`src/hw/rtl/fpdhc_pkg.sv`:
```
// Package for the fuzzy PD heading controller: formats, constants, shared
// types and the command/status structs between controller and datapath.
`default_nettype none
package fpdhc_pkg;

  localparam int unsigned AngleW = 15;
  localparam int unsigned GainW  = 16;
  localparam int unsigned LevelW = 15;
  localparam int unsigned NormW  = 16;
  localparam int unsigned DriveW = 18;
  localparam int unsigned CfgIdxW = 3;
  localparam int unsigned CfgDataW = 16;

  localparam logic [CfgIdxW-1:0] CfgErrorGain   = 3'd0;
  localparam logic [CfgIdxW-1:0] CfgRateGain    = 3'd1;
  localparam logic [CfgIdxW-1:0] CfgOutputGain  = 3'd2;
  localparam logic [CfgIdxW-1:0] CfgLevelSmall  = 3'd3;
  localparam logic [CfgIdxW-1:0] CfgLevelMedium = 3'd4;
  localparam logic [CfgIdxW-1:0] CfgLevelBig    = 3'd5;

  localparam logic signed [17:0] PiQ12    = 18'sd12868;
  localparam logic signed [17:0] TwoPiQ12 = 18'sd25736;
  localparam logic signed [17:0] QOne     = 18'sd16384;

  // divider: 33-bit magnitude quotient (acc up to ~2^30 / sum >= 1)
  localparam int unsigned DivNW = 33;
  localparam int unsigned DivDW = 18;
  localparam int unsigned DivCntW = 6;

  // reciprocals of the fixed set edge widths, scaled by 2^RecipSh
  localparam int unsigned RecipSh = 40;
  localparam logic [31:0] Recip819  = 32'(((64'd1 << RecipSh) + 64'd818) / 64'd819);
  localparam logic [31:0] Recip1786 = 32'(((64'd1 << RecipSh) + 64'd1785) / 64'd1786);
  localparam logic [31:0] Recip1802 = 32'(((64'd1 << RecipSh) + 64'd1801) / 64'd1802);
  localparam logic [31:0] Recip1818 = 32'(((64'd1 << RecipSh) + 64'd1817) / 64'd1818);
  localparam logic [31:0] Recip6554 = 32'(((64'd1 << RecipSh) + 64'd6553) / 64'd6554);

  typedef enum logic [2:0] {
    ST_IDLE,
    ST_SCALE,
    ST_FUZZ,
    ST_RULES,
    ST_DIV,
    ST_OUT,
    ST_HOLD
  } state_t;

  typedef struct packed {
    logic load;
    logic scale;
    logic fuzz;
    logic div_start;
    logic finish;
  } cmd_t;

  typedef struct packed {
    logic div_done;
  } sts_t;

  // ramp num*16384/den rounded, num <= den, den from the fixed table with its reciprocal
  function automatic logic [14:0] deg_div(input logic [15:0] num, input logic [15:0] den,
                                          input logic [31:0] recip);
    logic [30:0] n;
    logic [62:0] p;
    n = {num, 14'd0} + {15'd0, den[15:1]};
    p = {32'd0, n} * {31'd0, recip};
    return p[RecipSh +: 15];
  endfunction

endpackage
`default_nettype wire

```
`src/hw/rtl/fpdhc_ctrl.sv`:
```
// Controller state machine for the fuzzy PD heading controller.
// Depends on fpdhc_pkg.
`default_nettype none
module fpdhc_ctrl (
  input  wire logic          clk,
  input  wire logic          rst_n,
  input  wire logic          in_valid,
  output logic               in_stall,
  output logic               out_valid,
  input  wire logic          out_stall,
  output fpdhc_pkg::cmd_t    cmd,
  input  wire fpdhc_pkg::sts_t sts
);
  import fpdhc_pkg::*;

  state_t state_r, state_nxt;
  logic   full_r, full_nxt;

  always_ff @(posedge clk) begin
    if (!rst_n) begin
      state_r <= ST_IDLE;
      full_r  <= 1'b0;
    end else begin
      state_r <= state_nxt;
      full_r  <= full_nxt;
    end
  end

  always_comb begin
    state_nxt = state_r;
    cmd = '0;
    in_stall = 1'b1;
    full_nxt = full_r;
    if (full_r && !out_stall) full_nxt = 1'b0;
    case (state_r)
      ST_IDLE: begin
        in_stall = 1'b0;
        if (in_valid) begin
          cmd.load = 1'b1;
          state_nxt = ST_SCALE;
        end
      end
      ST_SCALE: begin
        cmd.scale = 1'b1;
        state_nxt = ST_FUZZ;
      end
      ST_FUZZ: begin
        cmd.fuzz = 1'b1;
        state_nxt = ST_RULES;
      end
      ST_RULES: begin
        cmd.div_start = 1'b1;
        state_nxt = ST_DIV;
      end
      ST_DIV: begin
        if (sts.div_done) state_nxt = ST_OUT;
      end
      ST_OUT: begin
        if (!full_r || !out_stall) begin
          cmd.finish = 1'b1;
          full_nxt = 1'b1;
          state_nxt = ST_IDLE;
        end
      end
      default: state_nxt = ST_IDLE;
    endcase
  end

  assign out_valid = full_r;
endmodule
`default_nettype wire

```
`config.mk`:
```
export PLATFORM = sky130hd
export DESIGN_NAME = fpdhc_ctrl
export DESIGN_NICKNAME = d
export VERILOG_FILES = /design/src/hw/rtl/fpdhc_pkg.sv /design/src/hw/rtl/fpdhc_ctrl.sv
export SDC_FILE = /design/constraint.sdc
export NUM_CORES = 1
export LEC_CHECK = 0
export ABC_AREA = 1
export BUFFER_PORTS_ARGS = -buffer_cell sky130_fd_sc_hd__buf_2
export CORE_AREA = 5 5 42 44
export DETAILED_ROUTE_END_ITERATION = 10
export DIE_AREA = 0 0 47 49
export PLACE_DENSITY = 0.51
export SYNTH_ARGS = -nofsm -noshare
export SYNTH_HDL_FRONTEND = slang
export SYNTH_SLANG_ARGS = --single-unit
```
`constraint.sdc`:
```
create_clock -name clk -period 0.85 [get_ports clk]
set_input_delay 0.0425 -clock clk [delete_from_list [all_inputs] [get_ports clk]]
set_output_delay 0.0425 -clock clk [all_outputs]
set_load 0.05 [all_outputs]
```
==> results of run 1 <==
report_power, final:
group	internal (mW)	switching, mW	leakage (nW)
combinational	0.288	0.357	0.250
sequential	0.213	0.0479	0.0356
clock	0.177	0.0842	0.0150
total	0.678	0.490	0.300
what timing repair did:
action | 4_1_cts | 5_1_grt
setup endpoints to repair | 11 | 10
pin swaps | 7 | 3
gates cloned | 0 | 0
setup buffers | 3 | 0
hold buffers | 0 | 0
resized for setup | 28 | 8
worst min-delay path by stage:
stage / start / end / cells past startpoint
2_1_floorplan: rst_n / state_r[0]$_SDFFE_PN0P_ / 2
3_3_place_gp: rst_n / state_r[0]$_SDFFE_PN0P_ / 3
3_5_place_dp: rst_n / state_r[0]$_SDFFE_PN0P_ / 3
4_1_cts: rst_n / state_r[0]$_SDFFE_PN0P_ / 3
5_1_grt: rst_n / state_r[0]$_SDFFE_PN0P_ / 3
6_report: rst_n / state_r[0]$_SDFFE_PN0P_ / 3
cells by family (layout without fill, tap and decap cells):
kind of cell | after synthesis | after routing | share of synthesized area, %
flops | 4 | 4 | 33.2
simple gates | 24 | 24 | 48.2
buf+inv | 8 | 35 | 12.4
compound gates | 3 | 3 | 6.22
flip-flops by register name, indices dropped and copies added, names as in the netlist:
| register | count |
|---|---|
| state_r | 3 |
| out_valid | 1 |
worst min-delay path, cell delays in order:
cell	delay (ns)
sky130_fd_sc_hd__buf_2	0.10
sky130_fd_sc_hd__nand2_1	0.05
sky130_fd_sc_hd__nor2_1	0.03
stage by stage:
step	setup WS, ns	total power [mW]
2_1_floorplan	-0.258	0.593
3_3_place_gp	-0.234	0.734
3_5_place_dp	-0.225	0.735
4_1_cts	-0.290	1.15
5_1_grt	-0.331	1.24
6_report	-0.284	1.17
routing by layer:
metal  vias to the layer above  track usage (%)  routed length, µm
li1                        173                -                  -
met5                         -                0                  0
met4                         0             6.91                  0
met1                       150             8.35                283
met2                         7             13.8                456
met3                         0             2.21                 25
cell type report:
cell class / count / area, µm² / area share [%]
Tap cell: 16 / 20.0 / 3.27
Inverter: 8 / 32.5 / 5.31
Multi-Input combinational cell: 27 / 216 / 35.3
Timing Repair Buffer: 23 / 223 / 36.3
Sequential cell: 4 / 95.1 / 15.5
Clock buffer: 4 / 26.3 / 4.29
synthesized netlist by cell type (all sizes together):
cell type | number | share of area [%]
nor3 | 1 | 2.1
nand2 | 10 | 17
dfxtp | 4 | 33
nor2 | 9 | 16
a21oi | 3 | 6.2
nand4 | 1 | 5.2
inv | 8 | 12
nand3 | 3 | 8.3
==> summary.md, run 1 <==
| Metric | Value |
|---|---|
| Violated checks | `setup timing` |
| Total congestion overflow after global routing | `0` |
| Critical path capture point type | `output port` |
| Synth unique cells | `11` |
| Signal arrival time at the worst endpoint | `1.09 ns` |
| Core outline area | `0.00140 mm²` |
| GRT Util Overall | `8.45%` |
| Final Non-Filler Cells | `82` |
| Mean number of vias per cell | `4.02` |
| Post-Synthesis Mean Instance Area | `6.19 µm²` |
| Die area | `0.00230 mm²` |
| Clk_lat worst skew | `0.23 ns` |
| Slew Viols, Final | `0` |
| Clk slew on worst S/H paths | `0.04 ns` |
| Slowest stage delay, CP | `0.37 ns` |
| R2R Setup Slk | `-0.16 ns` |
| Number of violations reported at the end of detailed-routing iteration 0 | `1` |
| Average wire per cell in the routed design | `9.33 µm` |
| Number of sinks handled by clock tree synthesis | `4` |
| Startpoint of the worst setup timing path | `state_r[1]$_SDFFE_PN0P_` |
| Fin crit period | `1.13 ns` |
| Remaining number of nets flagged by the antenna check after routing | `0` |
| Endpoints failing setup | `10` |
| Dominant delay contributor by cell family on the critical path | `flip-flops` |
| Placed cell areas | `444 µm²` |
| Nature of the critical path startpoint | `flip-flop` |
| FF-to-FF Start | `state_r[0]$_SDFFE_PN0P_` |
| Top library cells by usage in the layout, fill and taps aside | `sky130_fd_sc_hd__buf_6, sky130_fd_sc_hd__buf_4, sky130_fd_sc_hd__nand2_1, sky130_fd_sc_hd__nor2_4, sky130_fd_sc_hd__inv_1` |
| Vias in the first global route | `348` |
| Crit path to | `cmd[3]` |
| Power density normalized to cell area | `1900 mW/mm²` |
| Worst hold path type | `in2reg` |
| Capture point of the worst reg-to-reg path | `state_r[0]$_SDFFE_PN0P_` |
| Sequential cell area fraction in the yosys report | `33.2%` |
| Via count | `330` |
| Total detailed-routing wirelength | `765 µm` |
| Post-Route Skew | `0.00100 ns` |
| Result of the run | `finished with violations` |
| Chip Height | `49 µm` |
| Reg2Reg Depth | `7` |
| Wire length of the first global-routing pass | `1.37 mm` |
| Relative slew margins | `89.5%` |
| Top fanout value on the critical path | `5` |
| Total DRC errors in the routed layout | `0` |
| Maximum number of pins on one net before global-route repair | `6` |
| Number of antenna violations at the first check in global routing | `0` |
| Final design area excluding fillers | `613 µm²` |
| Number of buffers inserted during clock tree synthesis | `3` |
| Max-cap check violation count | `0` |
| Routability-driven placement congestion ratio | `0.650` |
| Fraction of final layout cells sized beyond drive strength 1 | `75.8%` |
| Synthesized netlist cell count | `39` |
| Most common cell after layout, fill and taps aside | `sky130_fd_sc_hd__buf_6` |
| CTS tree | `built` |
| Number of nets in the synthesized netlist | `44` |
| Number of standard-cell rows in the floorplan | `14` |
| Critical Path Most Common Cell | `sky130_fd_sc_hd__buf_6` |
| Endpoints failing hold | `0` |
| Startpoint-to-endpoint class of the critical path | `reg2out` |
| Filler cells | `154` |
| Buffers from clock root to sink, at most | `2` |
| Cell with the largest stage delay on the worst path | `sky130_fd_sc_hd__dfxtp_4` |
| Post-Synthesis Cell Area | `241 µm²` |
| Number of storage elements in the synthesis netlist | `4` |
| Transition at the pin with the smallest max-transition slack | `0.158 ns` |
| Placed cells | `75` |
| Worst setup slack after layout | `-0.284 ns` |
| IO buf count | `11` |
| Final Cycle Share | `133%` |
| Number of I/O pins | `12` |
| Total buffers and inverters traversed by the critical path | `2` |
| Worst-path cell chain | `buf_6, nor3_4, buf_6` |
| Worst hold slack | `0.0303 ns` |
| CP Depth | `3` |
| Total iterations of the first detailed-routing run | `2` |
| Post-detail-place hpwl | `593 µm` |
| Setup repair after global routing missed its margin | `yes` |
| Synthesis-to-finish area growth | `154%` |
| Setup Total Neg Slack | `-1.80 ns` |
| Highest clock rate | `0.882 GHz` |
| Antenna diodes | `0` |
| Count of H-tree levels built during CTS | `1` |
| Maximum VDD drop | `884 µV` |
| Initial core utilization | `17.2%` |
| Master cell of the clock root buffer | `sky130_fd_sc_hd__clkbuf_4` |
| Synth warnings | `0` |
| Required time at the worst-slack endpoint | `0.81 ns` |
| Die Wd | `47 µm` |
| Final core utilization | `43.8%` |
| Leakage power figure | `0.300 nW` |
| Layout Nets | `72` |
Power figures use the tool's default switching activity.
==> run 2, diff against run 1 <==
==> constraint.sdc (replaced) <==
create_clock -name clk -period 0.9 [get_ports clk]
set_input_delay 0.045 -clock clk [delete_from_list [all_inputs] [get_ports clk]]
set_output_delay 0.045 -clock clk [all_outputs]
set_load 0.05 [all_outputs]
==> summary.md, run 2 (synthesis gave the netlist of run 1 again) <==
| Metric | Value |
|---|---|
| Leakage power figure | `0.332 nW (was 0.300 nW)` |
| Endpoints failing setup | `9 (was 10)` |
| Wire length of the first global-routing pass | `1.41 mm (was 1.37 mm)` |
| Final total power | `1.11 mW (was 1.17 mW)` |
| Register with the most flip-flops | `state_r (unchanged)` |
| Setup Total Neg Slack | `-1.50 ns (was -1.80 ns)` |
| Top library cells by usage in the layout, fill and taps aside | `sky130_fd_sc_hd__buf_6, sky130_fd_sc_hd__nor2_4, sky130_fd_sc_hd__buf_4 (was sky130_fd_sc_hd__buf_6, sky130_fd_sc_hd__buf_4, sky130_fd_sc_hd__nand2_1, sky130_fd_sc_hd__nor2_4, sky130_fd_sc_hd__inv_1)` |
| Post-Route Skew | `0.00373 ns (was 0.00100 ns)` |
| Routability-driven placement congestion ratio | `0.673 (was 0.650)` |
| Violated checks | `setup timing (unchanged)` |
| Total detailed-routing wirelength | `808 µm (was 765 µm)` |
| Sequential group share of total power | `22.6% (was 22.4%)` |
| Chip Height | `49 µm (unchanged)` |
| Nature of the critical path startpoint | `flip-flop (unchanged)` |
| Worst-path cell chain | `buf_4, inv_4, nor3_4, buf_6 (was buf_6, nor3_4, buf_6)` |
| Initial core utilization | `17.2% (unchanged)` |
| Number of sinks handled by clock tree synthesis | `4 (unchanged)` |
| Post-detail-place hpwl | `581 µm (was 593 µm)` |
| Total iterations of the first detailed-routing run | `4 (was 2)` |
| Required time at the worst-slack endpoint | `0.85 ns (was 0.81 ns)` |
| Relative slew margins | `83.5% (was 89.5%)` |
| Buffers from clock root to sink, at most | `2 (unchanged)` |
| Dominant delay contributor by cell family on the critical path | `flip-flops (unchanged)` |
| Number of antenna violations at the first check in global routing | `0 (unchanged)` |
| Top fanout value on the critical path | `4 (was 5)` |
| Hold bufs inserted after CTS | `0 (unchanged)` |
| Die Wd | `47 µm (unchanged)` |
| Remaining number of nets flagged by the antenna check after routing | `0 (unchanged)` |
| Fraction of final layout cells sized beyond drive strength 1 | `80.0% (was 75.8%)` |
| Area used by multi-input combinational logic | `256 µm² (was 216 µm²)` |
| Flip-flop and latch area | `95.1 µm² (unchanged)` |
| Via count | `334 (was 330)` |
| Final Cycle Share | `127%` |
| Worst hold slack | `0.0330 ns (was 0.0303 ns)` |
| Total buffers and inverters traversed by the critical path | `3 (was 2)` |
| Number of buffers inserted during clock tree synthesis | `3 (unchanged)` |
| Transition at the pin with the smallest max-transition slack | `0.248 ns (was 0.158 ns)` |
| GRT Util Overall | `8.53% (was 8.45%)` |
| Power density normalized to cell area | `1740 mW/mm² (was 1900 mW/mm²)` |
| Total congestion overflow after global routing | `0 (unchanged)` |
| Master cell of the clock root buffer | `sky130_fd_sc_hd__clkbuf_4 (unchanged)` |
| Slowest stage delay, CP | `0.38 ns (was 0.37 ns)` |
| IO buf count | `11 (unchanged)` |
| Placed cells | `74 (was 75)` |
| Worst hold path type | `in2reg (unchanged)` |
| Startpoint-to-endpoint class of the critical path | `reg2out (unchanged)` |
| Largest register FFs | `3 (unchanged)` |
| Highest clock rate | `0.875 GHz` |
| Vias in the first global route | `356 (was 348)` |
| Combinational cell fraction of total power | `56.5% (was 55.3%)` |
| Total DRC errors in the routed layout | `0 (unchanged)` |
| CTS tree | `built (unchanged)` |
| Setup repair after global routing missed its margin | `yes (unchanged)` |
| Net switching power | `0.488 mW (was 0.490 mW)` |
| Count of H-tree levels built during CTS | `1 (unchanged)` |
| Mean number of vias per cell | `4.12 (was 4.02)` |
| Max-cap check violation count | `0 (unchanged)` |
| Core outline area | `0.00140 mm² (unchanged)` |
| Average wire per cell in the routed design | `9.98 µm (was 9.33 µm)` |
| Maximum VDD drop | `885 µV (was 884 µV)` |
| Switching part of the total power | `43.8% (was 41.9%)` |
| Most common cell after layout, fill and taps aside | `sky130_fd_sc_hd__buf_6 (unchanged)` |
| Signal arrival time at the worst endpoint | `1.10 ns (was 1.09 ns)` |
| Clk_lat worst skew | `0.24 ns (was 0.23 ns)` |
| Fin crit period | `1.14 ns` |
| Synthesis-to-finish area growth | `165% (was 154%)` |
| Cell with the largest stage delay on the worst path | `sky130_fd_sc_hd__dfxtp_4 (unchanged)` |
| Slew Viols, Final | `0 (unchanged)` |
| Die area | `0.00230 mm² (unchanged)` |
| Final core utilization | `45.6% (was 43.8%)` |
| Worst setup slack after layout | `-0.242 ns (was -0.284 ns)` |
| Final Non-Filler Cells | `81 (was 82)` |
| Part of the total power dissipated in the clock network | `20.9% (was 22.3%)` |
| Number of violations reported at the end of detailed-routing iteration 0 | `2 (was 1)` |
| Number of I/O pins | `12 (unchanged)` |
| Number of standard-cell rows in the floorplan | `14 (unchanged)` |
| Layout Nets | `72 (unchanged)` |
| Filler cells | `133 (was 154)` |
| Endpoints failing hold | `0 (unchanged)` |
| Antenna diodes | `0 (unchanged)` |
| Clk slew on worst S/H paths | `0.04 ns (about the same)` |
| Internal Pwr Total | `0.626 mW (was 0.678 mW)` |
| Result of the run | `finished with violations (unchanged)` |
| Maximum number of pins on one net before global-route repair | `6 (unchanged)` |
| Critical path capture point type | `output port (unchanged)` |
[run 2: area by class of cell]
class / instances / share of cell area [%]
Clock buffer: 3 / 3.52
Inverter: 8 / 5.09
Multi-Input combinational cell: 27 / 40.1
Sequential cell: 4 / 14.9
Tap cell: 16 / 3.13
Timing Repair Buffer: 23 / 33.3
[run 2: repair_timing]
action | in CTS | in global routing
buffers inserted | 3 | 2
gates resized for setup | 27 | 13
pin swaps | 7 | 10
endpoints found under the setup margin | 9 | 10
endpoints found under the hold margin | 0 | 0
cloned | 0 | 0
[run 2: worst register-to-register path, cell delays in order (launching register included)]
cell	delay [ns]
sky130_fd_sc_hd__dfxtp_4	0.38
sky130_fd_sc_hd__nand2_4	0.06
sky130_fd_sc_hd__nor2_4	0.10
sky130_fd_sc_hd__buf_4	0.12
sky130_fd_sc_hd__buf_6	0.09
sky130_fd_sc_hd__nand2_4	0.05
sky130_fd_sc_hd__nand3_2	0.07
sky130_fd_sc_hd__nand2_1	0.05
sky130_fd_sc_hd__inv_1	0.04
sky130_fd_sc_hd__nor2_1	0.03
[run 2: per-stage QoR]
stage / worst slack [ns] / cell area [µm²]
floorplan: -0.208 / 302
global placement: -0.152 / 437
detailed placement: -0.168 / 437
CTS: -0.243 / 569
global route: -0.300 / 639
finish: -0.242 / 639
[run 2: routing by layer]
layer | vias up | track usage (%) | wire, µm | share of wire [%]
met1 | 152 | 8.59 | 309 | 38
li1 | 174 | - | - | -
met2 | 8 | 14.5 | 450 | 56
met5 | - | 0 | 0 | 0
met3 | 0 | 4.43 | 49 | 6.1
met4 | 0 | 2.76 | 0 | 0
[run 2: worst paths after layout]
kind	from	endpoint	slack (ns)	cells after the start
max	state_r[0]$_SDFFE_PN0P_	cmd[3]	-0.24	4
min	rst_n	state_r[0]$_SDFFE_PN0P_	0.03	3
max reg2reg	state_r[0]$_SDFFE_PN0P_	state_r[0]$_SDFFE_PN0P_	-0.19	9
min reg2reg	out_valid$_SDFF_PN0_	out_valid$_SDFF_PN0_	0.50	2
[run 2: power groups by stage]
stage                     Combinational, mW  Clock [mW]  Sequential, mW
after global placement                0.460           0           0.233
after global routing                  0.670       0.272           0.256
after floorplan                       0.315           0           0.245
after detailed placement              0.463           0           0.231
after CTS                             0.578       0.241           0.245
final                                 0.629       0.233           0.251
